===== config.mk =====
export PLATFORM = sky130hd
export DESIGN_NAME = ldi_queue
export DESIGN_NICKNAME = d
export VERILOG_FILES = /design/src/hdl/ldi_pkg.sv /design/src/hdl/ldi_queue.sv
export SDC_FILE = /design/constraint.sdc
export NUM_CORES = 1
export LEC_CHECK = 0
export BUFFER_PORTS_ARGS = -buffer_cell sky130_fd_sc_hd__buf_2
export CAP_MARGIN = 40
export CORE_ASPECT_RATIO = 0.5
export CORE_MARGIN = 4
export CORE_UTILIZATION = 52
export CTS_CLUSTER_SIZE = 24
export DETAILED_ROUTE_END_ITERATION = 8
export PLACE_DENSITY = 0.75
export RECOVER_POWER = 100
export SETUP_SLACK_MARGIN = 0.15
export SLEW_MARGIN = 15
export SYNTH_ARGS = -nofsm -noshare
export SYNTH_HDL_FRONTEND = slang
export SYNTH_SLANG_ARGS = --single-unit

===== constraint.sdc =====
create_clock -name clk_i -period 2.8 [get_ports clk_i]
set_input_delay 0.28 -clock clk_i [delete_from_list [all_inputs] [get_ports clk_i]]
set_output_delay 0.28 -clock clk_i [all_outputs]
set_load 0.01 [all_outputs]

===== src/hdl/ldi_pkg.sv =====
package ldi_pkg;

  localparam int unsigned BUF_DEPTH = 4096;
  localparam int unsigned AW = $clog2(BUF_DEPTH);
  localparam int unsigned FILL_W = $clog2(BUF_DEPTH + 1);
  localparam int unsigned LEVEL_W = 13;
  localparam int unsigned COUNT_W = 12;
  localparam int unsigned COUNT_MAX = 4095;
  localparam int unsigned CFG_IDX_W = 3;
  localparam int unsigned CFG_DATA_W = 24;

  localparam logic [CFG_IDX_W-1:0] CFG_MODE = 3'd0;
  localparam logic [CFG_IDX_W-1:0] CFG_SIGNAL = 3'd1;
  localparam logic [CFG_IDX_W-1:0] CFG_FLOW = 3'd2;
  localparam logic [CFG_IDX_W-1:0] CFG_EDIT = 3'd3;
  localparam logic [CFG_IDX_W-1:0] CFG_END = 3'd4;

  localparam logic [1:0] ECHO_NONE = 2'd0;
  localparam logic [1:0] ECHO_PLAIN = 2'd1;
  localparam logic [1:0] ECHO_CARET = 2'd2;
  localparam logic [1:0] ECHO_ERASE = 2'd3;

  localparam logic [1:0] SIG_NONE = 2'd0;
  localparam logic [1:0] SIG_INTR = 2'd1;
  localparam logic [1:0] SIG_QUIT = 2'd2;
  localparam logic [1:0] SIG_SUSP = 2'd3;

  localparam logic [7:0] CHAR_NL = 8'h0a;
  localparam logic [7:0] CHAR_TAB = 8'h09;
  localparam logic [7:0] CHAR_CR = 8'h0d;
  localparam logic [7:0] CHAR_SPACE = 8'd32;
  localparam logic [7:0] CARET_OFS = 8'h40;

  typedef enum logic [2:0] {
    OP_READ,
    OP_SIGNAL,
    OP_STOP,
    OP_START,
    OP_ERASE,
    OP_KILL,
    OP_STORE,
    OP_RAW
  } op_e;

  typedef struct packed {
    op_e        op;
    logic [7:0] ch;
    logic [1:0] echo_kind;
    logic [7:0] echo_char;
    logic [1:0] sig;
    logic       commit;
    logic [7:0] eof_c;
    logic       erase_echo;
    logic       kill_echo;
  } cmd_t;

  typedef struct packed {
    logic [1:0]         echo_kind;
    logic [7:0]         echo_char;
    logic [COUNT_W-1:0] erase_count;
    logic [1:0]         signal_hit;
    logic               output_stopped;
    logic               line_committed;
    logic               ring_dropped;
    logic               read_valid;
    logic [7:0]         read_data;
    logic [LEVEL_W-1:0] ring_level;
  } res_t;

endpackage


===== src/hdl/ldi_queue.sv =====
module ldi_queue (
  input  logic          clk_i,
  input  logic          rst_ni,
  input  logic          push_i,
  input  ldi_pkg::cmd_t data_i,
  output logic          full_o,
  input  logic          pop_i,
  output logic          valid_o,
  output ldi_pkg::cmd_t data_o
);
  import ldi_pkg::*;

  cmd_t       slot_q [2];
  logic       wp_q, rp_q;
  logic [1:0] cnt_q;

  always_ff @(posedge clk_i) begin
    if (push_i) begin
      slot_q[wp_q] <= data_i;
    end
  end

  always_ff @(posedge clk_i or negedge rst_ni) begin
    if (!rst_ni) begin
      wp_q  <= 1'b0;
      rp_q  <= 1'b0;
      cnt_q <= 2'd0;
    end else begin
      if (push_i) begin
        wp_q <= ~wp_q;
      end
      if (pop_i) begin
        rp_q <= ~rp_q;
      end
      cnt_q <= cnt_q + 2'(push_i) - 2'(pop_i);
    end
  end

  assign full_o  = cnt_q == 2'd2;
  assign valid_o = cnt_q != 2'd0;
  assign data_o  = slot_q[rp_q];

endmodule


==> run_results.csv, run 1 <==
group,metric,value,unit
drt,viasPerCell,4.81,
drt,drt_pass1_iterations,4,
global_route,overflow,0,
global_route,antenna_found_initial,0,
power,p_seq_share,46.9,%
synthesis,synth_top_area_cell,"edfxtp_1",
layout,syn2layout_area_growth,18.9,%
cts,cts_root_buf,"clkbuf_8",
sta,rsz0062_at_grt,"no",
cts,cts_max_path_buffers,2,
layout,antenna_cells,0,
setup_path,cp.arrival,2.11,ns
drt,drt-initial-drc-count,35,
drt,ant_nets,0,
sta,worstMarginPinSlew,1.46,ns
floorplanning,die_area,6700,sq um
setup_path,path_max_fanout,32,
layout,nets,246,
synthesis,ys_ff_latch,72,
synthesis,ys_warn_count,0,
layout,final_layout_size_suffix_gt1_share,35.1,%
placed_design,gp_congestion,0.659,
sta,period_share,77.7,%
setup_path,cp-end-kind,"flip-flop",
synthesis,synth_mux_area_share,17.5,%
sta,fin_skew,0.00557,ns
synthesis,synthAdderAreaFrac,0.892,%
synthesis,synth_top_area_share,72.8,%
sta,post-route-min-period,2.18,ns
synthesis,synth_nets,161,
global_route,grt_pass1_vias,1462,
flow_run,max-cap-violations,0,
setup_path,path_class,"flip-flop to flip-flop",
setup_path,worstSetupStartpointType,"flip-flop",
synthesis,synthesis.area,2800,sq um
cts,clock_sinks,72,
setup_path,required,2.73,ns
floorplanning,start_util,55.3,%
layout,fin_cells,281,
floorplanning,num_rows,18,
synthesis,synth.area.top_cells,"edfxtp_1 (73%), mux2_4 (16%), dfrtp_1 (3.6%)",
power,powerDensity,983,nW/um^2
floorplanning,num_io_pins,74,
synthesis,synth_top_family_by_area,"multiplexers",
cts,clock_latency,0.33,ns
synthesis,synth_cells,121,
synthesis,synthXorXnorAreaFrac,1.47,%
power,p_comb_share,27.6,%
drt,wire_per_inst,15.2,um
synthesis,yosysUniqueCellTypes,13,
worst_hold_path,hold_path_depth,1,
global_route,grt_max_degree,35,
synthesis,avgSynthCellArea,23.2,sq um
cts,clk_pin_slew_worst_paths,0.07,ns
global_route,grtUsageTotal,13.8,%
cts,cts_tree,"done",
setup_path,r2r_cells,2,
power,intPower,2.37,mW
placed_design,port_buffers,73,
floorplanning,die_x,112,um
status,status,"complete, no violations",
sta,setup_viol,0,
cts,post_cts_buffers,0,
sta,clock.fmax,0.459,GHz
cts,cts_inserted_buffers,9,
synthesis,synth-compound-area-share,0,%
power,p_clk_share,25.5,%
power,p_switching,907,uW
sta,hold_viol,0,
sta,fin_tns_setup,0,ns
global_route,grt_pass1_wl,6.68,mm
placed_design,post-dp-hpwl,2.98,mm
power,p_leak,1.26,nW
drt,routed_wl,4.27,mm
floorplanning,die_h,59.9,um
power,swShare,27.7,%
drt,vias,1352,
floorplanning,core_area,5070,sq um
power,ir_drop,0.659,mV
sta,relSlewSlack,2.39,%
drt,drc_errors,0,
synthesis,synth-simple-area-share,0.892,%
worst_hold_path,hp-class,"input pin to flip-flop",
placed_design,dp.cells,263,
synthesis,synth-seq-area-share,76.4,%
sta,maxSlewViolCount,0,
cts,cts.htree.levels,3,
per-layer routing:
| metal | global-route usage, % | up-vias | wire, um |
|---|---|---|---|
| met3 | 6.27 | 4 | 253 |
| met2 | 24.5 | 41 | 2240 |
| met5 | 0 | - | 0 |
| li1 | - | 642 | - |
| met1 | 14.6 | 665 | 1750 |
| met4 | 5.72 | 0 | 22 |
layout make-up:
| class | count | area, sq um |
|---|---|---|
| clock buffer | 9 | 124 |
| clock inverter | 7 | 86.3 |
| fill | 385 | 1730 |
| inverter | 2 | 7.51 |
| multi-input combinational | 43 | 500 |
| sequential | 72 | 2140 |
| tap | 70 | 87.6 |
| timing repair buffer | 78 | 385 |
timing repair:
item,4_1_cts,5_1_grt
hold buffers,1,0
gates resized for setup,0,0
endpoints found under the hold margin,4,0
registers in the layout, indices dropped and copies added (netlist names):
| name | count |
|---|---|
| slot_q | 68 |
| cnt_q | 2 |
| rp_q | 1 |
| wp_q | 1 |
worst max-delay path, stage by stage (launching register included):
cell	delay [ns]
dfrtp_1	0.38
and2_0	0.26
dlymetal6s2s_1	1.12
cells in the final DEF (no fill, tap or decap):
cell type,count
clkinvlp_4,1
clkbuf_8,9
mux2_4,7
xor2_1,2
bufinv_16,2
ha_1,2
dlymetal6s2s_1,1
mux2_1,22
dfrtp_1,4
clkinv_1,1
buf_4,2
and2_0,1
dlygate4sd3_1,1
buf_12,1
mux2_2,5
clkbuf_1,30
xor3_1,1
nor2b_1,2
clkinv_2,3
or2_2,1
buf_2,43
edfxtp_1,68
inv_1,2
kinds of logic (layout without fill, tap and decap cells):
| family | after synthesis | after routing |
|---|---|---|
| XOR/XNOR | 3 | 3 |
| adder cells (fa/ha/maj) | 2 | 2 |
| buffers and inverters | 6 | 96 |
| flip-flops | 72 | 72 |
| multiplexers | 34 | 34 |
| AND/OR/NAND/NOR | 4 | 4 |
Yosys cell counts:
| library cell | count |
|---|---|
| and2_1 | 1 |
| buf_12 | 3 |
| buf_6 | 1 |
| dfrtp_1 | 4 |
| edfxtp_1 | 68 |
| ha_1 | 2 |
| inv_1 | 2 |
| mux2_2 | 5 |
| mux2_4 | 29 |
| nor2b_1 | 2 |
| or2_2 | 1 |
| xor2_1 | 2 |
| xor3_1 | 1 |
power groups by stage:
stage / clock network [mW] / registers (mW) / logic [mW]
floorplan: 0 / 1.51 / 0.858
global placement: 0 / 1.57 / 1.06
CTS: 0.861 / 1.56 / 1.08
global route: 0.912 / 1.56 / 0.992
detailed placement: 0 / 1.58 / 1.07
finish: 0.835 / 1.53 / 0.905
worst paths after layout:
check,from,to,slack (ns)
hold reg to reg,wp_q,wp_q,0.49
setup reg to reg,wp_q,slot_q[1][10],0.62
min in group asynchronous,rst_ni,rp_q,0.32
setup / recovery,wp_q,slot_q[1][10],0.62
hold / removal,data_i[28],slot_q[1][28],0.14
max in group asynchronous,rst_ni,cnt_q[1],2.27
per-stage QoR:
stage	cell area (sq um)	util (%)	hold WS, ns	total power, mW	setup WS [ns]
3_3_place_gp	3230	63.8	0.0966	2.63	1.13
2_1_floorplan	2800	-	-0.0156	2.37	0.441
3_5_place_dp	3230	63.8	0.0997	2.66	1.09
5_1_grt	3330	65.8	0.111	3.46	0.414
6_report	3330	65.8	0.137	3.28	0.623
4_1_cts	3450	68.1	0.114	3.50	0.721
(Power assumes the default switching activity.)
==> inputs of run 2 (changes only) <==
clock period = 2.05 ns   (was 2.8 ns; I/O delays follow)
==> run_results.csv, run 2 (synthesis results as in run 1) <==
group,metric,value,unit
status,status,"complete, no violations",
setup_path,worstSetupStartpointType,"flip-flop",
floorplanning,core_area,5070,sq um
sta,hold_viol,0,
sta,fin_tns_setup,0,ns
cts,cts_root_buf,"clkbuf_8",
power,swShare,28.6,%
power,powerDensity,1260,nW/um^2
global_route,grt_pass1_vias,1451,
layout,final_common_cell,"edfxtp_1",
layout,final_layout_size_suffix_gt1_share,35.1,%
setup_path,crit_buf_inv,2,
setup_path,worstPathCellList,"buf_4 > mux2_1 > buf_2",
layout,fin_cells,278,
sta,worstMarginPinSlew,0.891,ns
power,p_seq_share,50.1,%
setup_path,worst-path-stages,3,
setup_path,cp.arrival,1.45,ns
placed_design,port_buffers,73,
floorplanning,start_util,55.3,%
cts,clock_sinks,72,
flow_run,max-cap-violations,0,
floorplanning,num_rows,18,
power,p_comb_share,29.5,%
setup_path,cpPeakStageDelay,0.36,ns
setup_path,cp-startpoint,"rp_q",
sta,setup_viol,0,
layout,nets,246,
power,intPower,2.92,mW
placed_design,dp_slack,0.676,ns
placed_design,gp_congestion,0.659,
setup_path,crit_path_end,"data_o[23]",
global_route,grt_max_degree,35,
layout,layout_common_cells,"edfxtp_1 (68), buf_2 (49), mux2_1 (28)",
drt,drc_errors,0,
drt,routed_wl,4.05,mm
drt,vias,1331,
global_route,overflow,0,
layout,regMostFlops,"slot_q",
power,p_switching,1.17,mW
power,ir_drop,0.733,mV
setup_path,path_delay_family,"buffers and inverters",
worst_hold_path,hp-class,"input pin to flip-flop",
floorplanning,die_h,59.9,um
sta,maxSlewViolCount,0,
setup_path,r2r_cells,2,
sta,relSlewSlack,40.6,%
floorplanning,die_area,6700,sq um
setup_path,path_max_fanout,19,
cts,cts_tree,"done",
setup_path,required,1.85,ns
drt,drt_pass1_iterations,4,
cts,clk_pin_slew_worst_paths,0.06,ns
sta,rsz0062_at_grt,"no",
placed_design,placed_area,3230,sq um
cts,cts_inserted_buffers,9,
placed_design,post-dp-hpwl,2.70,mm
layout,syn2layout_area_growth,15.4,%
setup_path,r2r_setup_slack,0.40,ns
cts,clock_latency,0.32,ns
setup_path,cp-end-kind,"output pin",
drt,drt-initial-drc-count,66,
setup_path,rr_startpoint,"wp_q",
global_route,grt_pass1_wl,6.47,mm
sta,timing.final.ws_setup,0.393,ns
layout,antenna_cells,0,
sta,period_share,80.8,%
cts,cts.htree.levels,3,
drt,viasPerCell,4.79,
setup_path,path_class,"flip-flop to output pin",
global_route,antenna_found_initial,0,
worst_hold_path,min_from,"data_i[29]",
power,fin_total_pwr,4.09,mW
power,p_clk_share,20.4,%
global_route,grtUsageTotal,13.1,%
layout,final_area,3240,sq um
layout,reg_top3,"slot_q x68, cnt_q x2",
floorplanning,die_x,112,um
layout,largest_reg_flops,68,
floorplanning,num_io_pins,74,
cts,cts_max_path_buffers,2,
drt,wire_per_inst,14.6,um
power,p_leak,1.21,nW
sta,clock.fmax,0.604,GHz
sta,post-route-min-period,1.66,ns
setup_path,crit_slowest_cell,"mux2_1",
drt,ant_nets,0,
setup_path,r2r-end,"slot_q[1][13]",
sta,fin_skew,0.00276,ns
placed_design,dp.cells,264,
-- run 2: timing repair --
action / 4_1_cts / 5_1_grt
gates resized for setup: 0 / 0
setup buffers: 0 / 0
hold endpoints to repair: 4 / 0
hold buffers: 1 / 0
-- run 2: how the worst min path moves through the flow --
stage                     depth (start not counted)       endpoint
after floorplan                                   0       cnt_q[0]
after global placement                            1           wp_q
after detailed placement                          1       cnt_q[0]
after CTS                                         1  slot_q[1][29]
after global routing                              1  slot_q[1][17]
final                                             1  slot_q[0][29]
-- run 2: metal layers --
metal | share of wire (%) | vias to the layer above | GRT usage, %
met2 | 53 | 36 | 24.5
li1 | - | 633 | -
met3 | 6.6 | 9 | 5.76
met5 | 0 | - | 0
met1 | 39 | 653 | 12.6
met4 | 2.0 | 0 | 6.76
-- run 2: final cells by class --
| cell class | instances | area (sq um) |
|---|---|---|
| Clock buffer | 10 | 128 |
| Clock inverter | 3 | 12.5 |
| Fill cell | 404 | 1830 |
| Inverter | 2 | 7.51 |
| Multi-Input combinational cell | 43 | 487 |
| Sequential cell | 72 | 2140 |
| Tap cell | 70 | 87.6 |
| Timing Repair Buffer | 78 | 370 |
-- run 2: metrics by stage --
step / hold WS [ns] / utilization [%]
after floorplan: -0.0906 / -
after global placement: 0.0130 / 63.7
after detailed placement: 0.0171 / 63.7
after CTS: 0.0366 / 66.6
after global routing: 0.0409 / 63.9
final: 0.0616 / 63.9
-- run 2: power by group through the flow --
| stage | Sequential (mW) | Clock [mW] | Combinational [mW] |
|---|---|---|---|
| final | 2.05 | 0.834 | 1.20 |
| after global routing | 2.08 | 0.952 | 1.33 |
| after CTS | 2.05 | 0.877 | 1.52 |
| after detailed placement | 2.09 | 0 | 1.51 |
| after global placement | 2.07 | 0 | 1.50 |
| after floorplan | 2.06 | 0 | 1.17 |
==> inputs of run 3 (changes only) <==
CORE_UTILIZATION = 47   (was 52)
PLACE_DENSITY = 0.71   (was 0.75)
clock period = 1.4 ns   (was 2.05 ns; I/O delays follow)
==> run_results.csv, run 3 (synthesis results as in run 1) <==
group,metric,value,unit
power,p_clk_share,26.5,%
layout,layout_common_cells,"edfxtp_1 (68), mux2_4 (31), buf_2 (25), buf_6 (25), clkbuf_1 (22)",
cts,cts_tree,"done",
sta,clock.fmax,0.637,GHz
setup_path,path_delay_family,"flip-flops",
sta,relSlewSlack,86.1,%
layout,antenna_cells,0,
layout,final_common_cell,"edfxtp_1",
setup_path,path_max_fanout,14,
power,swShare,25.9,%
power,p_leak,1.57,nW
power,p_switching,2.09,mW
sta,fin_skew,0.00322,ns
setup_path,cp-end-kind,"output pin",
status,status,"finished, violations left",
drt,drc_errors,0,
sta,period_share,112,%
setup_path,path_class,"flip-flop to output pin",
drt,drt-initial-drc-count,19,
global_route,antenna_found_initial,0,
floorplanning,num_rows,19,
floorplanning,num_io_pins,74,
layout,final_layout_size_suffix_gt1_share,49.1,%
setup_path,worstPathCellList,"buf_12 > mux2_2 > buf_2",
global_route,grt_pass1_vias,1499,
cts,clk_pin_slew_worst_paths,0.05,ns
worst_hold_path,hold_path_depth,1,
drt,vias,1378,
worst_hold_path,hp-class,"input pin to flip-flop",
global_route,grtUsageTotal,13.1,%
drt,wire_per_inst,15.0,um
setup_path,r2r_cells,5,
layout,syn2layout_area_growth,39.5,%
global_route,overflow,0,
setup_path,r2r-end,"cnt_q[1]",
status,violations,"setup timing",
power,powerDensity,2060,nW/um^2
sta,worstMarginPinSlew,0.208,ns
drt,viasPerCell,4.58,
layout,regMostFlops,"slot_q",
placed_design,post-dp-hpwl,2.92,mm
setup_path,rr_startpoint,"cnt_q[0]",
setup_path,crit_buf_inv,2,
power,p_seq_share,37.6,%
placed_design,port_buffers,73,
cts,clock_sinks,72,
floorplanning,start_util,49.8,%
setup_path,required,1.26,ns
placed_design,dp.cells,269,
global_route,grt_max_degree,28,
placed_design,gp_congestion,0.689,
layout,fin_cells,301,
sta,timing.final.ws_setup,-0.170,ns
drt,ant_nets,0,
sta,setup_viol,34,
setup_path,worstSetupStartpointType,"flip-flop",
worst_hold_path,hold_end,"slot_q[0][30]",
cts,cts.htree.levels,3,
cts,cts_root_buf,"clkbuf_16",
sta,hold_viol,0,
flow_run,max-cap-violations,0,
floorplanning,die_h,62.6,um
worst_hold_path,min_from,"data_i[30]",
layout,reg_top3,"slot_q x68, cnt_q x2",
global_route,grt_pass1_wl,7.01,mm
cts,clock_latency,0.32,ns
power,p_comb_share,35.9,%
drt,drt_pass1_iterations,3,
setup_path,crit_slowest_cell,"dfrtp_2",
sta,rsz0062_at_grt,"yes",
layout,largest_reg_flops,68,
sta,maxSlewViolCount,0,
floorplanning,core_area,5630,sq um
cts,cts_max_path_buffers,2,
setup_path,cp.arrival,1.43,ns
setup_path,r2r_setup_slack,0.20,ns
sta,post-route-min-period,1.57,ns
floorplanning,die_x,117,um
power,intPower,5.98,mW
floorplanning,die_area,7340,sq um
power,ir_drop,1.26,mV
setup_path,cpPeakStageDelay,0.44,ns
layout,nets,264,
cts,cts_inserted_buffers,9,
placed_design,dp_slack,0.167,ns
drt,routed_wl,4.52,mm
==> run 3: cell count changes in the layout (fill, tap and decap cells not counted), sizes merged <==
cell / previous run / this run
bufinv: 0 / 1
buf: 51 / 56
clkinv: 3 / 4
dlygate4sd3: 1 / 15
clkbuf: 36 / 34
clkinvlp: 0 / 1
==> run 3: layout make-up <==
class                   instances  area, sq um
clock buffers                   9          225
clock inverters                 6         61.3
fillers                       383         1720
inverters                       2         7.51
multi-input cells              43          602
flip-flops and latches         72         2140
well taps                      73         91.3
repair buffers                 96          782
==> run 3: worst max path at each step <==
| stage | depth (start not counted) | from | end | slack [ns] |
|---|---|---|---|---|
| 2_1_floorplan | 1 | wp_q | slot_q[0][0] | 0.05 |
| 3_3_place_gp | 3 | rp_q | data_o[3] | 0.17 |
| 3_5_place_dp | 3 | rp_q | data_o[33] | 0.17 |
| 4_1_cts | 3 | rp_q | data_o[2] | -0.18 |
| 5_1_grt | 3 | rp_q | data_o[0] | -0.22 |
| 6_report | 3 | rp_q | data_o[2] | -0.17 |
==> run 3: worst register-to-register path, cell delays in order (launching register included) <==
cell and delay [ns]:
dfrtp_1 0.36, inv_1 0.05, ha_1 0.26, inv_1 0.05
ha_1 0.14, xor3_1 0.21
==> run 3: timing repair <==
action,in CTS,in global routing
gates cloned,0,1
setup endpoints to repair,35,36
hold buffers,9,6
endpoints found under the hold margin,20,11
setup buffers,0,1
resized for setup,24,4
pin swaps,0,1
==> run 3: metrics by stage <==
stage | hold slack, ns | total power [mW] | TNS [ns] | utilization [%] | instance area (sq um)
after global routing | 0.000451 | 8.46 | -6.65 | 69.4 | 3910
final | 0.0119 | 8.06 | -5.03 | 69.4 | 3910
after detailed placement | -0.0516 | 5.44 | 0 | 58.7 | 3310
after floorplan | -0.156 | 4.74 | 0 | - | 2810
after global placement | -0.0519 | 5.40 | 0 | 58.7 | 3310
after CTS | 0.0000956 | 7.99 | -4.87 | 68.0 | 3830
==> run 3: power groups by stage <==
stage / Sequential [mW] / Combinational [mW] / Clock, mW
final: 3.03 / 2.90 / 2.14
after global routing: 3.07 / 3.09 / 2.29
after CTS: 3.02 / 2.80 / 2.17
after detailed placement: 3.05 / 2.39 / 0
after global placement: 3.03 / 2.37 / 0
after floorplan: 3.01 / 1.72 / 0
==> run 3: per-layer routing <==
layer / up-vias / track usage [%] / wire (um)
li1: 676 / - / -
met1: 659 / 13.8 / 1790
met2: 36 / 22.5 / 2400
met3: 7 / 5.32 / 259
met4: 0 / 6.44 / 72
met5: - / 0 / 0
