## config.mk

```make
export PLATFORM = sky130hd
export DESIGN_NAME = ldi_front
export DESIGN_NICKNAME = d
export VERILOG_FILES = /design/src/hdl/ldi_pkg.sv /design/src/hdl/ldi_front.sv
export SDC_FILE = /design/constraint.sdc
export NUM_CORES = 1
export LEC_CHECK = 0
export CAP_MARGIN = 20
export CORE_ASPECT_RATIO = 1.25
export CORE_MARGIN = 4
export CORE_UTILIZATION = 35
export CTS_BUF_LIST = sky130_fd_sc_hd__clkbuf_4
export CTS_CLUSTER_DIAMETER = 200
export DETAILED_ROUTE_END_ITERATION = 8
export DONT_BUFFER_PORTS = 1
export PLACE_DENSITY = 0.47
export REMOVE_ABC_BUFFERS = 1
export SKIP_CTS_REPAIR_TIMING = 1
export SLEW_MARGIN = 40
export SYNTH_ARGS = -nofsm -noshare
export SYNTH_HDL_FRONTEND = slang
export SYNTH_SLANG_ARGS = --single-unit
```

## constraint.sdc

```tcl
create_clock -name clk_i -period 3.59 [get_ports clk_i]
set_clock_uncertainty 0.1 [all_clocks]
set_input_delay 0.5385 -clock clk_i [delete_from_list [all_inputs] [get_ports clk_i]]
set_output_delay 0.5385 -clock clk_i [all_outputs]
set_load 0.01 [all_outputs]
```

## src/hdl/ldi_pkg.sv

```systemverilog
package ldi_pkg;

  localparam int unsigned BUF_DEPTH = 4096;
  localparam int unsigned AW = $clog2(BUF_DEPTH);
  localparam int unsigned FILL_W = $clog2(BUF_DEPTH + 1);
  localparam int unsigned LEVEL_W = 13;
  localparam int unsigned COUNT_W = 12;
  localparam int unsigned COUNT_MAX = 4095;
  localparam int unsigned CFG_IDX_W = 3;
  localparam int unsigned CFG_DATA_W = 24;

  localparam logic [CFG_IDX_W-1:0] CFG_MODE = 3'd0;
  localparam logic [CFG_IDX_W-1:0] CFG_SIGNAL = 3'd1;
  localparam logic [CFG_IDX_W-1:0] CFG_FLOW = 3'd2;
  localparam logic [CFG_IDX_W-1:0] CFG_EDIT = 3'd3;
  localparam logic [CFG_IDX_W-1:0] CFG_END = 3'd4;

  localparam logic [1:0] ECHO_NONE = 2'd0;
  localparam logic [1:0] ECHO_PLAIN = 2'd1;
  localparam logic [1:0] ECHO_CARET = 2'd2;
  localparam logic [1:0] ECHO_ERASE = 2'd3;

  localparam logic [1:0] SIG_NONE = 2'd0;
  localparam logic [1:0] SIG_INTR = 2'd1;
  localparam logic [1:0] SIG_QUIT = 2'd2;
  localparam logic [1:0] SIG_SUSP = 2'd3;

  localparam logic [7:0] CHAR_NL = 8'h0a;
  localparam logic [7:0] CHAR_TAB = 8'h09;
  localparam logic [7:0] CHAR_CR = 8'h0d;
  localparam logic [7:0] CHAR_SPACE = 8'd32;
  localparam logic [7:0] CARET_OFS = 8'h40;

  typedef enum logic [2:0] {
    OP_READ,
    OP_SIGNAL,
    OP_STOP,
    OP_START,
    OP_ERASE,
    OP_KILL,
    OP_STORE,
    OP_RAW
  } op_e;

  typedef struct packed {
    op_e        op;
    logic [7:0] ch;
    logic [1:0] echo_kind;
    logic [7:0] echo_char;
    logic [1:0] sig;
    logic       commit;
    logic [7:0] eof_c;
    logic       erase_echo;
    logic       kill_echo;
  } cmd_t;

  typedef struct packed {
    logic [1:0]         echo_kind;
    logic [7:0]         echo_char;
    logic [COUNT_W-1:0] erase_count;
    logic [1:0]         signal_hit;
    logic               output_stopped;
    logic               line_committed;
    logic               ring_dropped;
    logic               read_valid;
    logic [7:0]         read_data;
    logic [LEVEL_W-1:0] ring_level;
  } res_t;

endpackage

```

## src/hdl/ldi_front.sv

```systemverilog
module ldi_front (
  input  logic                          clk_i,
  input  logic                          rst_ni,
  input  logic                          cfg_valid_i,
  input  logic [ldi_pkg::CFG_IDX_W-1:0] cfg_index_i,
  input  logic [ldi_pkg::CFG_DATA_W-1:0] cfg_data_i,
  input  logic                          func_i,
  input  logic [7:0]                    char_in_i,
  output ldi_pkg::cmd_t                 cmd_o
);
  import ldi_pkg::*;

  logic [4:0]  mode_q;
  logic [23:0] sig_q;
  logic [15:0] flow_q;
  logic [15:0] edit_q;
  logic [15:0] end_q;

  always_ff @(posedge clk_i or negedge rst_ni) begin
    if (!rst_ni) begin
      mode_q <= 5'd31;
      sig_q  <= 24'h1a1c03;
      flow_q <= 16'h1113;
      edit_q <= 16'h157f;
      end_q  <= 16'h0004;
    end else if (cfg_valid_i) begin
      unique case (cfg_index_i)
        CFG_MODE:   mode_q <= cfg_data_i[4:0];
        CFG_SIGNAL: sig_q <= cfg_data_i;
        CFG_FLOW:   flow_q <= cfg_data_i[15:0];
        CFG_EDIT:   edit_q <= cfg_data_i[15:0];
        CFG_END:    end_q <= cfg_data_i[15:0];
        default: ;
      endcase
    end
  end

  logic       ctrl_char;

  always_comb begin
    cmd_o = '0;
    cmd_o.ch = char_in_i;
    cmd_o.eof_c = end_q[7:0];
    cmd_o.erase_echo = mode_q[3];
    cmd_o.kill_echo = mode_q[4];
    ctrl_char = (char_in_i < CHAR_SPACE) && (char_in_i != CHAR_NL) &&
                (char_in_i != CHAR_TAB) && (char_in_i != CHAR_CR);
    if (mode_q[2]) begin
      cmd_o.echo_kind = ctrl_char ? ECHO_CARET : ECHO_PLAIN;
      cmd_o.echo_char = ctrl_char ? char_in_i + CARET_OFS : char_in_i;
    end
    cmd_o.commit = (char_in_i == CHAR_NL) || (char_in_i == end_q[15:8]) ||
                   (char_in_i == end_q[7:0]);
    priority if (func_i) begin
      cmd_o.op = OP_READ;
    end else if (mode_q[0] && char_in_i == sig_q[7:0]) begin
      cmd_o.op = OP_SIGNAL;
      cmd_o.sig = SIG_INTR;
    end else if (mode_q[0] && char_in_i == sig_q[15:8]) begin
      cmd_o.op = OP_SIGNAL;
      cmd_o.sig = SIG_QUIT;
    end else if (mode_q[0] && char_in_i == sig_q[23:16]) begin
      cmd_o.op = OP_SIGNAL;
      cmd_o.sig = SIG_SUSP;
    end else if (char_in_i == flow_q[7:0]) begin
      cmd_o.op = OP_STOP;
    end else if (char_in_i == flow_q[15:8]) begin
      cmd_o.op = OP_START;
    end else if (mode_q[1] && char_in_i == edit_q[7:0]) begin
      cmd_o.op = OP_ERASE;
    end else if (mode_q[1] && char_in_i == edit_q[15:8]) begin
      cmd_o.op = OP_KILL;
    end else if (mode_q[1]) begin
      cmd_o.op = OP_STORE;
    end else begin
      cmd_o.op = OP_RAW;
    end
  end

endmodule

```

==> results by group, run 1 <==
Global routing
  • Total congestion overflow: 0
  • GRT Util Overall: 0.153
  • Initial antenna violation count: 0
  • Pin count of the biggest net entering global routing: 78
  • First-pass GRT wire length: 15600 um
  • Vias in the first global route: 2636

Worst setup path
  • Crit end category: output pin
  • CP max FO: 3
  • Critical Path Start Type: flip-flop
  • Critical Path RT: 2.95 ns
  • WP data arrival: roughly 2.1 ns
  • Critical path class: reg -> out
  • FF-to-FF setup slack: 2.49 ns

Die
  • Ports: 73
  • Chip height: 131 um
  • Core Region: 11700 um2
  • Starting Density: 0.361
  • DIE AREA: 13900 um2
  • Die span in x: between 100 and 150 um
  • Floorplan row count: 44

Layout
  • Final-stage net count: 363
  • Diodes inserted: 0
  • Area grow syn2layout: 5.05%
  • Layout cell share with drive strength beyond 1: 0.190

Place
  • PortBufs: 0
  • Gpl congestion: 0.817
  • HPWL after detailed placement: 7120 um

Yosys
  • Syn. warnings: 0
  • Post-synth design cell area: about 4200 um2
  • FF+latch count, synth: 77
  • Synth top area share: 0.284
  • FFs w/ async S/R, synth: 1.00
  • Post-synth EDFFs: 0
  • Most area-consuming cells after synthesis: dfrtp_1 (28%), mux2_1 (20%), dfstp_2 (18%)
  • Area leader, netlist: dfrtp_1
  • Fraction of the yosys area taken by sequential cells: 0.464
  • Mapped Avg Cell Area: 12.5 um2
  • Post-synth cell types: 41
  • Ys flop type: dfrtp_1
  • Mapped Cells: 339

Timing
  • Relative slew slack: 0.566
  • Final setup viols: 0
  • Max Slew Vio Count: 0
  • Setup TNS after final layout: 0 ns
  • Fmax: 360 MHz
  • Final hold violation count: 0
  • Fin crit share: 0.774
  • RSZ-0062 raised after global routing: false
  • Tmin final: 2.78 ns
  • Slew @ Worst Pin: 0.648 ns

Routing
  • Drt pass-1 iters: 4
  • Total Wirelength: ~10000 um
  • Final ANT Viol Nets: 0
  • Wire length per cell: around 20 um
  • Via density: 4.95
  • Initial DRC count: 69
  • Drt drc: 0
  • Via count: around 2400

Pwr
  • Combinational share of power: 0.191
  • Clk pwr share: 0.282
  • Internal power: 1710 uW
  • Leakage power: 0.00173 uW
  • Sequential share of power: 0.528
  • Power Dens Cells: 539 nW/um2
  • Psw: 683 uW
  • Overall power: about 2400 uW
  • Net Sw Frac: 0.285
  • Peak VDD IR: 0.000176 V

CTS
  • CTS H-tree depth: 3
  • Num CTS Buffers: 9
  • Root Driver: clkbuf_4
  • Bufs on Longest Clock Path: 2
  • Insertion delay to the later sink of the worst-skew pair: 0.43 ns
  • Clock transition at path regs: about 0.13 ns
  • Clock sink total: between 70 and 80
  • CTS tree: done

Job
  • Max cap viols: 0

Status
  • Status: finished, final reports clean

Hold path
  • Hold Path Class: in -> reg
-- critical path, stage by stage, from the launching register on --
cell,delay (ns)
dfstp_2,0.57
xor2_1,0.06
nor4_1,0.35
nand4_1,0.24
nor3b_1,0.20
o22ai_1,0.29
-- registers in the layout (all words and copies together) (netlist names) --
name,count
sig_q,24
mode_q,5
edit_q,16
flow_q,16
end_q,16
-- synthesized netlist by cell type, types with 2 or more instances --
library cell,n
nor3b_1,2
a21oi_1,8
inv_1,5
ha_1,2
o21ai_1,2
and2_1,5
nor2_1,4
dfstp_2,29
nor4_1,5
buf_2,3
xnor2_1,42
o21ai_0,3
nand3_1,4
nor3_1,4
buf_4,29
nor2b_1,2
nand4_1,10
nand2_1,6
xor2_1,28
mux2_1,76
nand2b_1,3
dfrtp_1,48
-- final cells by class --
| type | count | area, um2 |
|---|---|---|
| clock buffers | 9 | 67.6 |
| clock inverters | 7 | 114 |
| fillers | 1150 | 7280 |
| inverters | 5 | 18.8 |
| multi-input cells | 224 | 2010 |
| flip-flops and latches | 77 | 1960 |
| well taps | 161 | 201 |
| repair buffers | 5 | 67.6 |
-- path summary, 6_finish.rpt --
path,from,endpoint,depth (start not counted)
setup / recovery,sig_q[11]$_DFFE_PN1P_,cmd_o[31],5
hold / removal,cfg_data_i[2],mode_q[2]$_DFFE_PN1P_,2
setup reg to reg,mode_q[2]$_DFFE_PN1P_,mode_q[2]$_DFFE_PN1P_,2
hold reg to reg,end_q[9]$_DFFE_PN0P_,end_q[9]$_DFFE_PN0P_,1
max in group asynchronous,rst_ni,edit_q[0]$_DFFE_PN1P_,2
min in group asynchronous,rst_ni,end_q[7]$_DFFE_PN0P_,2
-- metal layers --
metal / up-vias / GRT usage / part of all wire
li1: 1117 / - / -
met1: 1236 / 0.184 / 0.42
met2: 53 / 0.261 / 0.51
met3: 11 / 0.0457 / 0.050
met4: 0 / 0.0556 / 0.016
met5: - / 0 / 0
-- placed cells by master (no fill, tap or decap), drive strengths merged --
master	count
clkinv	4
a21o	1
inv	5
nand2	6
buf	4
a211oi	1
o22ai	1
nand4	10
o41ai	1
nor3	6
nor4	6
nand3	5
dfrtp	48
nor2	6
and2	6
bufinv	3
ha	2
nand2b	3
nor2b	2
mux2	76
xor2	30
nor3b	3
xnor2	42
clkbuf	9
a21oi	8
o21a	1
or2	1
dlygate4sd3	1
o21ai	5
a21bo	1
dfstp	29
or3b	1
-- kinds of logic after synthesis --
group / count (synthesis) / synth area share
xor gates and xnor gates: 72 / 0.155
DFF: 77 / 0.464
AOI/OAI and AO/OA: 19 / 0.0281
buffers and inverters: 38 / 0.0621
adders and majority gates: 2 / 0.00591
muxes: 76 / 0.202
and+or+nand+nor: 55 / 0.0828
-- power by group through the flow --
stage	sequential [uW]	combinational, uW	clock [uW]
2_1_floorplan	1240	363	0
3_3_place_gp	1280	437	0
3_5_place_dp	1290	446	0
4_1_cts	1270	450	693
5_1_grt	1300	515	725
6_report	1270	457	675
-- metrics by stage --
stage	instance area [um2]	util	setup WS (ns)	cells	hold WS [ns]
final	4450	0.379	0.813	488	0.110
after global routing	4450	0.379	0.629	488	0.0850
after CTS	4400	0.375	0.752	486	-0.354
after detailed placement	4220	0.360	1.16	470	0.147
after global placement	4200	0.358	1.14	468	0.146
after floorplan	3990	-	1.44	306	0.143
(Power assumes the default switching activity.)
==> run 2: changes to the inputs <==
PLACE_DENSITY = 0.49   (was 0.47)
clock period = 2.31 ns   (was 3.59 ns; I/O delays follow)
==> run 2 against run 1 <==
Effect of this change: sequential power grew 55%; sequential cell count is the same; first-iteration DRC count grew 29%; the run now ends with negative setup slack left.
==> results by group, run 2 (synthesized netlist as in run 1, its figures left out) <==
Routing
  • Drt drc: 0 (unchanged)
  • Total Wirelength: 10500 um (+5.1%)
  • Final ANT Viol Nets: 0 (unchanged)
  • Via count: 2521 (+4.3%)
  • Via density: 4.88 (-1.5%)
  • Drt pass-1 iters: 4 (unchanged)
  • Wire length per cell: 20.3 um (-0.81%)
  • Initial DRC count: 89 (+29%)

CTS
  • Clock transition at path regs: 0.14 ns (about the same)
  • CTS tree: done
  • CTS H-tree depth: 3 (unchanged)
  • Root Driver: clkbuf_4
  • Num CTS Buffers: 9 (unchanged)
  • Bufs on Longest Clock Path: 2 (unchanged)
  • Clock sink total: 77 (unchanged)
  • Insertion delay to the later sink of the worst-skew pair: 0.43 ns (about the same)

Timing
  • Final setup viols: 4 (+4)
  • Tmin final: 2.41 ns
  • Final hold violation count: 0 (unchanged)
  • Relative slew slack: 0.731 (+0.165)
  • Max Slew Vio Count: 0 (unchanged)
  • Fmax: 416 MHz
  • Fin crit share: 1.04
  • RSZ-0062 raised after global routing: true
  • Setup ws final: -0.0967 ns (-0.909 ns)
  • Slew @ Worst Pin: 0.400 ns (-0.248 ns)

Layout
  • Area grow syn2layout: 13.0%
  • Final-stage net count: 392 (+8.0%)
  • Final std cells w/o fill: 517 (+5.9%)
  • Register area: 1960 um2 (unchanged)
  • Commonest non-fill, non-tap cell in the layout: mux2_1
  • Layout cell share with drive strength beyond 1: 0.233 (+0.0435)
  • Biggest register: sig_q
  • Largest register FFs: 24 (unchanged)
  • Final Util: 0.408 (+0.0287)
  • Multi-input gate area: 2130 um2 (+5.8%)
  • Commonest non-fill, non-tap cells in the layout: mux2_1 (76), dfrtp_1 (48), xnor2_1 (40)
  • Filler Cell Count: 1156 (+0.52%)
  • Diodes inserted: 0 (unchanged)

Worst setup path
  • Critical Path RT: 1.86 ns (-1.09 ns)
  • Worst R2R Path Depth: 2 (unchanged)
  • CP peak stage delay: 0.56 ns (about the same)
  • WP data arrival: 1.96 ns (-0.18 ns)
  • CP cell instances: xor2_1, nor4_1, nand4_1, a21bo_1, a211oi_2
  • Critical path class: reg -> out
  • Crit end category: output pin
  • Crit path max-delay cell type: dfstp_2
  • CP max FO: 2 (-1)
  • Critical Path Start Type: flip-flop

Place
  • HPWL after detailed placement: 7270 um (+2.0%)
  • Gpl congestion: 0.740 (-9.5%)
  • PortBufs: 0 (unchanged)
  • DP Cell Count: 474 (+0.85%)

Global routing
  • Total congestion overflow: 0 (unchanged)
  • Busiest layer in global routing: met2
  • Pin count of the biggest net entering global routing: 78 (unchanged)
  • Initial antenna violation count: 0 (unchanged)
  • First-pass GRT wire length: 16000 um (+2.7%)
  • M1 GR Usage: 0.187 (+0.00290)
  • Met2 Resource Use GR: 0.275 (+0.0134)
  • Vias in the first global route: 2650 (+0.53%)
  • Routing usage on met3: 0.0452 (-0.000491)
  • GRT Util Overall: 0.157 (+0.00391)

Pwr
  • Power Dens Cells: 752 nW/um2 (+40%)
  • Peak VDD IR: 0.000238 V (+35%)
  • Leakage power: 0.00188 uW (+8.2%)

Job
  • Max cap viols: 0 (unchanged)

Die
  • Die span in x: 106 um (unchanged)
  • DIE AREA: 13900 um2 (unchanged)
  • Core Region: 11700 um2 (unchanged)
  • Chip height: 131 um (unchanged)
  • Starting Density: 0.361 (unchanged)
  • Floorplan row count: 44 (unchanged)
  • Ports: 73 (unchanged)

Status
  • Status: complete, but fails checks
  • Failing checks: negative setup slack

Hold path
  • Hold Path Class: in -> reg
  • WHS Path Cells: 4 (+2)
-- run 2: final cells by class --
class,count,area share
well taps,161,0.0421
clock inverters,6,0.0115
inverters,5,0.00392
clock buffers,10,0.0157
multi-input cells,224,0.446
flip-flops and latches,77,0.410
repair buffers,34,0.0706
-- run 2: layer usage --
layer	wire (um)	vias up
met1	4550	1287
met5	0	-
met4	125	0
li1	-	1169
met3	417	11
met2	5390	54
-- run 2: path summary, 6_finish.rpt --
path	start	end	slack [ns]
max	edit_q[3]$_DFFE_PN1P_	cmd_o[32]	-0.1
min	cfg_index_i[1]	mode_q[2]$_DFFE_PN1P_	0.12
max reg2reg	mode_q[2]$_DFFE_PN1P_	mode_q[2]$_DFFE_PN1P_	1.21
min reg2reg	end_q[12]$_DFFE_PN0P_	end_q[12]$_DFFE_PN0P_	0.42
max in group asynchronous	rst_ni	sig_q[10]$_DFFE_PN1P_	1.36
min in group asynchronous	rst_ni	end_q[3]$_DFFE_PN0P_	0.39
-- run 2: critical path: cells and delay by family, from the launching register on --
kind                      cells  cell delay, ns
DFF                           1            0.56
and+or+nand+nor               2            0.21
xor gates and xnor gates      1            0.18
AOI/OAI and AO/OA             2            0.56
-- run 2: where the power goes --
part | internal [uW] | total (uW) | switching (uW) | leakage [uW]
combinational | 443 | 803 | 361 | 0.000924
sequential | 1730 | 1970 | 246 | 0.000881
clock | 332 | 822 | 490 | 0.0000712
-- run 2: through the flow --
stage / power [uW] / hold slack (ns) / setup TNS [ns] / worst slack, ns / cell area [um2]
2_1_floorplan: 2500 / -0.0491 / 0 / 0.374 / 3990
3_3_place_gp: 2670 / -0.0447 / 0 / 0.292 / 4240
3_5_place_dp: 2690 / -0.0450 / 0 / 0.261 / 4240
4_1_cts: 3520 / -0.547 / -0.818 / -0.242 / 4370
5_1_grt: 3810 / 0.0930 / -0.675 / -0.196 / 4780
6_report: 3600 / 0.121 / -0.175 / -0.0967 / 4780
==> run 3: changes to the inputs <==
==> constraint.sdc (replaced) <==
create_clock -name clk_i -period 2.31 [get_ports clk_i]
set_clock_uncertainty 0.1 [all_clocks]
set_input_delay 0.462 -clock clk_i [delete_from_list [all_inputs] [get_ports clk_i]]
set_output_delay 0.462 -clock clk_i [all_outputs]
set_load 0.01 [all_outputs]
==> run 3 against run 2 <==
Effect of this change: the run still ends with negative setup slack left; hold slack worse by 0.078 ns; final area is 3.7% lower; register-to-register slack lost 0.03 ns; clock-buffer cell count decreased by 1; sequential cell count unchanged; fmax fell by 7.3%; worst setup slack lost 0.19 ns; largest power group unchanged; clock power is 14% higher; sequential power barely moved; sequential share of layout area up 1.6 points; critical path depth up 1; critical path type unchanged; global-route usage down 0.23 points.
==> results by group, run 3 (synthesized netlist as in run 1, its figures left out) <==
Die
  • Starting Density: 0.361 (unchanged)
  • Core Region: 11700 um2 (unchanged)
  • Chip height: 131 um (unchanged)
  • Die span in x: 106 um (unchanged)
  • DIE AREA: 13900 um2 (unchanged)
  • Floorplan row count: 44 (unchanged)
  • Ports: 73 (unchanged)

Routing
  • Post-Route M1 WL: 4410 um (-3.1%)
  • Via density: 4.88 (about the same)
  • Top Layer Used: met4
  • Initial DRC count: 76 (-15%)
  • Drt pass-1 iters: 4 (unchanged)
  • Final ANT Viol Nets: 0 (unchanged)
  • Drt drc: 0 (unchanged)
  • Wire length per cell: 21.2 um (+4.5%)
  • Via count: 2415 (-4.2%)
  • Total Wirelength: 10500 um (about the same)
  • Metal3 WL: 688 um (+65%)
  • Met2 wire len: 5220 um (-3.2%)

Pwr
  • Power Dens Cells: 803 nW/um2 (+6.8%)
  • Peak VDD IR: 0.000292 V (+23%)
  • Leakage power: 0.00181 uW (-3.6%)

CTS
  • Num CTS Buffers: 9 (unchanged)
  • Root Driver: clkbuf_4
  • Bufs on Longest Clock Path: 2 (unchanged)
  • CTS H-tree depth: 3 (unchanged)
  • CTS tree: done
  • Clock sink total: 77 (unchanged)
  • Insertion delay to the later sink of the worst-skew pair: 0.44 ns (about the same)
  • Clock transition at path regs: 0.14 ns (about the same)

Layout
  • Area grow syn2layout: 8.87%
  • Diodes inserted: 0 (unchanged)
  • Filler Cell Count: 1147 (-0.78%)
  • Commonest non-fill, non-tap cell in the layout: mux2_1
  • Commonest non-fill, non-tap cells in the layout: mux2_1 (76), dfrtp_1 (48), xnor2_1 (40)
  • Final-stage net count: 370 (-5.6%)
  • Layout cell share with drive strength beyond 1: 0.260 (+0.0273)
  • Final Util: 0.393 (-0.0149)
  • Final std cells w/o fill: 495 (-4.3%)
  • Biggest register: sig_q
  • Largest register FFs: 24 (unchanged)

Timing
  • Tmin final: 2.60 ns (+0.190 ns)
  • Fmax: 385 MHz (-7.3%)
  • Setup ws final: -0.287 ns (-0.190 ns)
  • Max Slew Vio Count: 0 (unchanged)
  • Setup TNS after final layout: -1.06 ns (-0.884 ns)
  • Relative slew slack: 0.731 (about the same)
  • Fin crit share: 1.12 (+0.0823)
  • Final hold violation count: 0 (unchanged)
  • Slew @ Worst Pin: 0.403 ns (+0.00239 ns)
  • Final setup viols: 6 (+2)
  • RSZ-0062 raised after global routing: true

Worst setup path
  • WP depth: 6 (+1)
  • Worst Setup SP: sig_q[11]$_DFFE_PN1P_
  • Critical path class: reg -> out
  • Reg2reg end: mode_q[2]$_DFFE_PN1P_
  • FF-to-FF setup slack: 1.18 ns (-0.03 ns)
  • Worst R2R Path Depth: 2 (unchanged)
  • CP peak stage delay: 0.56 ns (about the same)
  • CP max FO: 3 (+1)
  • Crit path max-delay cell type: dfstp_2
  • Crit end category: output pin
  • Critical Path Start Type: flip-flop
  • Crit-path leading delay family: simple AND/OR/NAND/NOR gates
  • Worst Setup EP: cmd_o[31]
  • CP cell instances: xor2_1, nor4_2, nand4_1, nor3b_1, o22ai_1, buf_4
  • Critical Path RT: 1.75 ns (-0.11 ns)
  • R2R Path Start: mode_q[2]$_DFFE_PN1P_
  • Buffers & Inverters on Critical Path: 1 (+1)
  • WP data arrival: 2.03 ns (+0.07 ns)

Global routing
  • Vias in the first global route: 2590 (-2.3%)
  • Initial antenna violation count: 0 (unchanged)
  • Total congestion overflow: 0 (unchanged)
  • GRT Util Overall: 0.155 (-0.00234)
  • First-pass GRT wire length: 15700 um (-2.0%)
  • Pin count of the biggest net entering global routing: 78 (unchanged)

Place
  • Gpl congestion: 0.748 (+1.2%)
  • PortBufs: 0 (unchanged)
  • DP Cell Count: 478 (+0.84%)
  • HPWL after detailed placement: 7220 um (-0.58%)

Status
  • Failing checks: negative setup slack
  • Status: complete, but fails checks

Hold path
  • Hold Path Class: in -> reg

Job
  • Max cap viols: 0 (unchanged)
-- run 3: cell count changes in the layout (fill, tap and decap cells not counted), sizes merged --
cell and change:
bufinv +1, dlygate4sd3 -24, clkbuf -1, buf +2
-- run 3: how the worst min path moves through the flow --
stage	end	slack (ns)	start	cells after the start
after floorplan	edit_q[11]$_DFFE_PN0P_	0.07	rst_ni	0
after global placement	end_q[5]$_DFFE_PN0P_	0.07	rst_ni	0
after detailed placement	end_q[5]$_DFFE_PN0P_	0.07	rst_ni	0
after CTS	end_q[4]$_DFFE_PN0P_	-0.43	rst_ni	0
after global routing	edit_q[4]$_DFFE_PN1P_	0.01	cfg_data_i[4]	1
final	end_q[5]$_DFFE_PN0P_	0.04	cfg_data_i[5]	1
-- run 3: cell type report --
class	instances	area [um2]	area share
Inverter	5	18.8	0.00407
Sequential cell	77	1960	0.426
Clock inverter	7	90.1	0.0195
Multi-Input combinational cell	224	2140	0.465
Tap cell	161	201	0.0437
Timing Repair Buffer	12	125	0.0272
Clock buffer	9	67.6	0.0147
-- run 3: stage by stage --
stage / area [um2] / hold slack, ns / setup WS, ns / power [uW]
floorplan: 3990 / 0.0664 / 0.259 / 2500
global placement: 4290 / 0.0692 / 0.0638 / 2710
detailed placement: 4290 / 0.0696 / 0.0630 / 2720
CTS: 4440 / -0.430 / -0.373 / 3660
global route: 4610 / 0.0127 / -0.426 / 3890
finish: 4610 / 0.0438 / -0.287 / 3700
-- run 3: power by group --
| group | switching [uW] | internal, uW | total (uW) |
|---|---|---|---|
| clock network | 508 | 433 | 941 |
| registers | 258 | 1730 | 1990 |
| logic | 350 | 425 | 775 |
| total | 1120 | 2590 | 3700 |
-- run 3: layer usage --
metal	up-vias	track usage
li1	1117	-
met1	1228	0.182
met2	59	0.262
met3	11	0.0496
met4	0	0.0617
met5	-	0
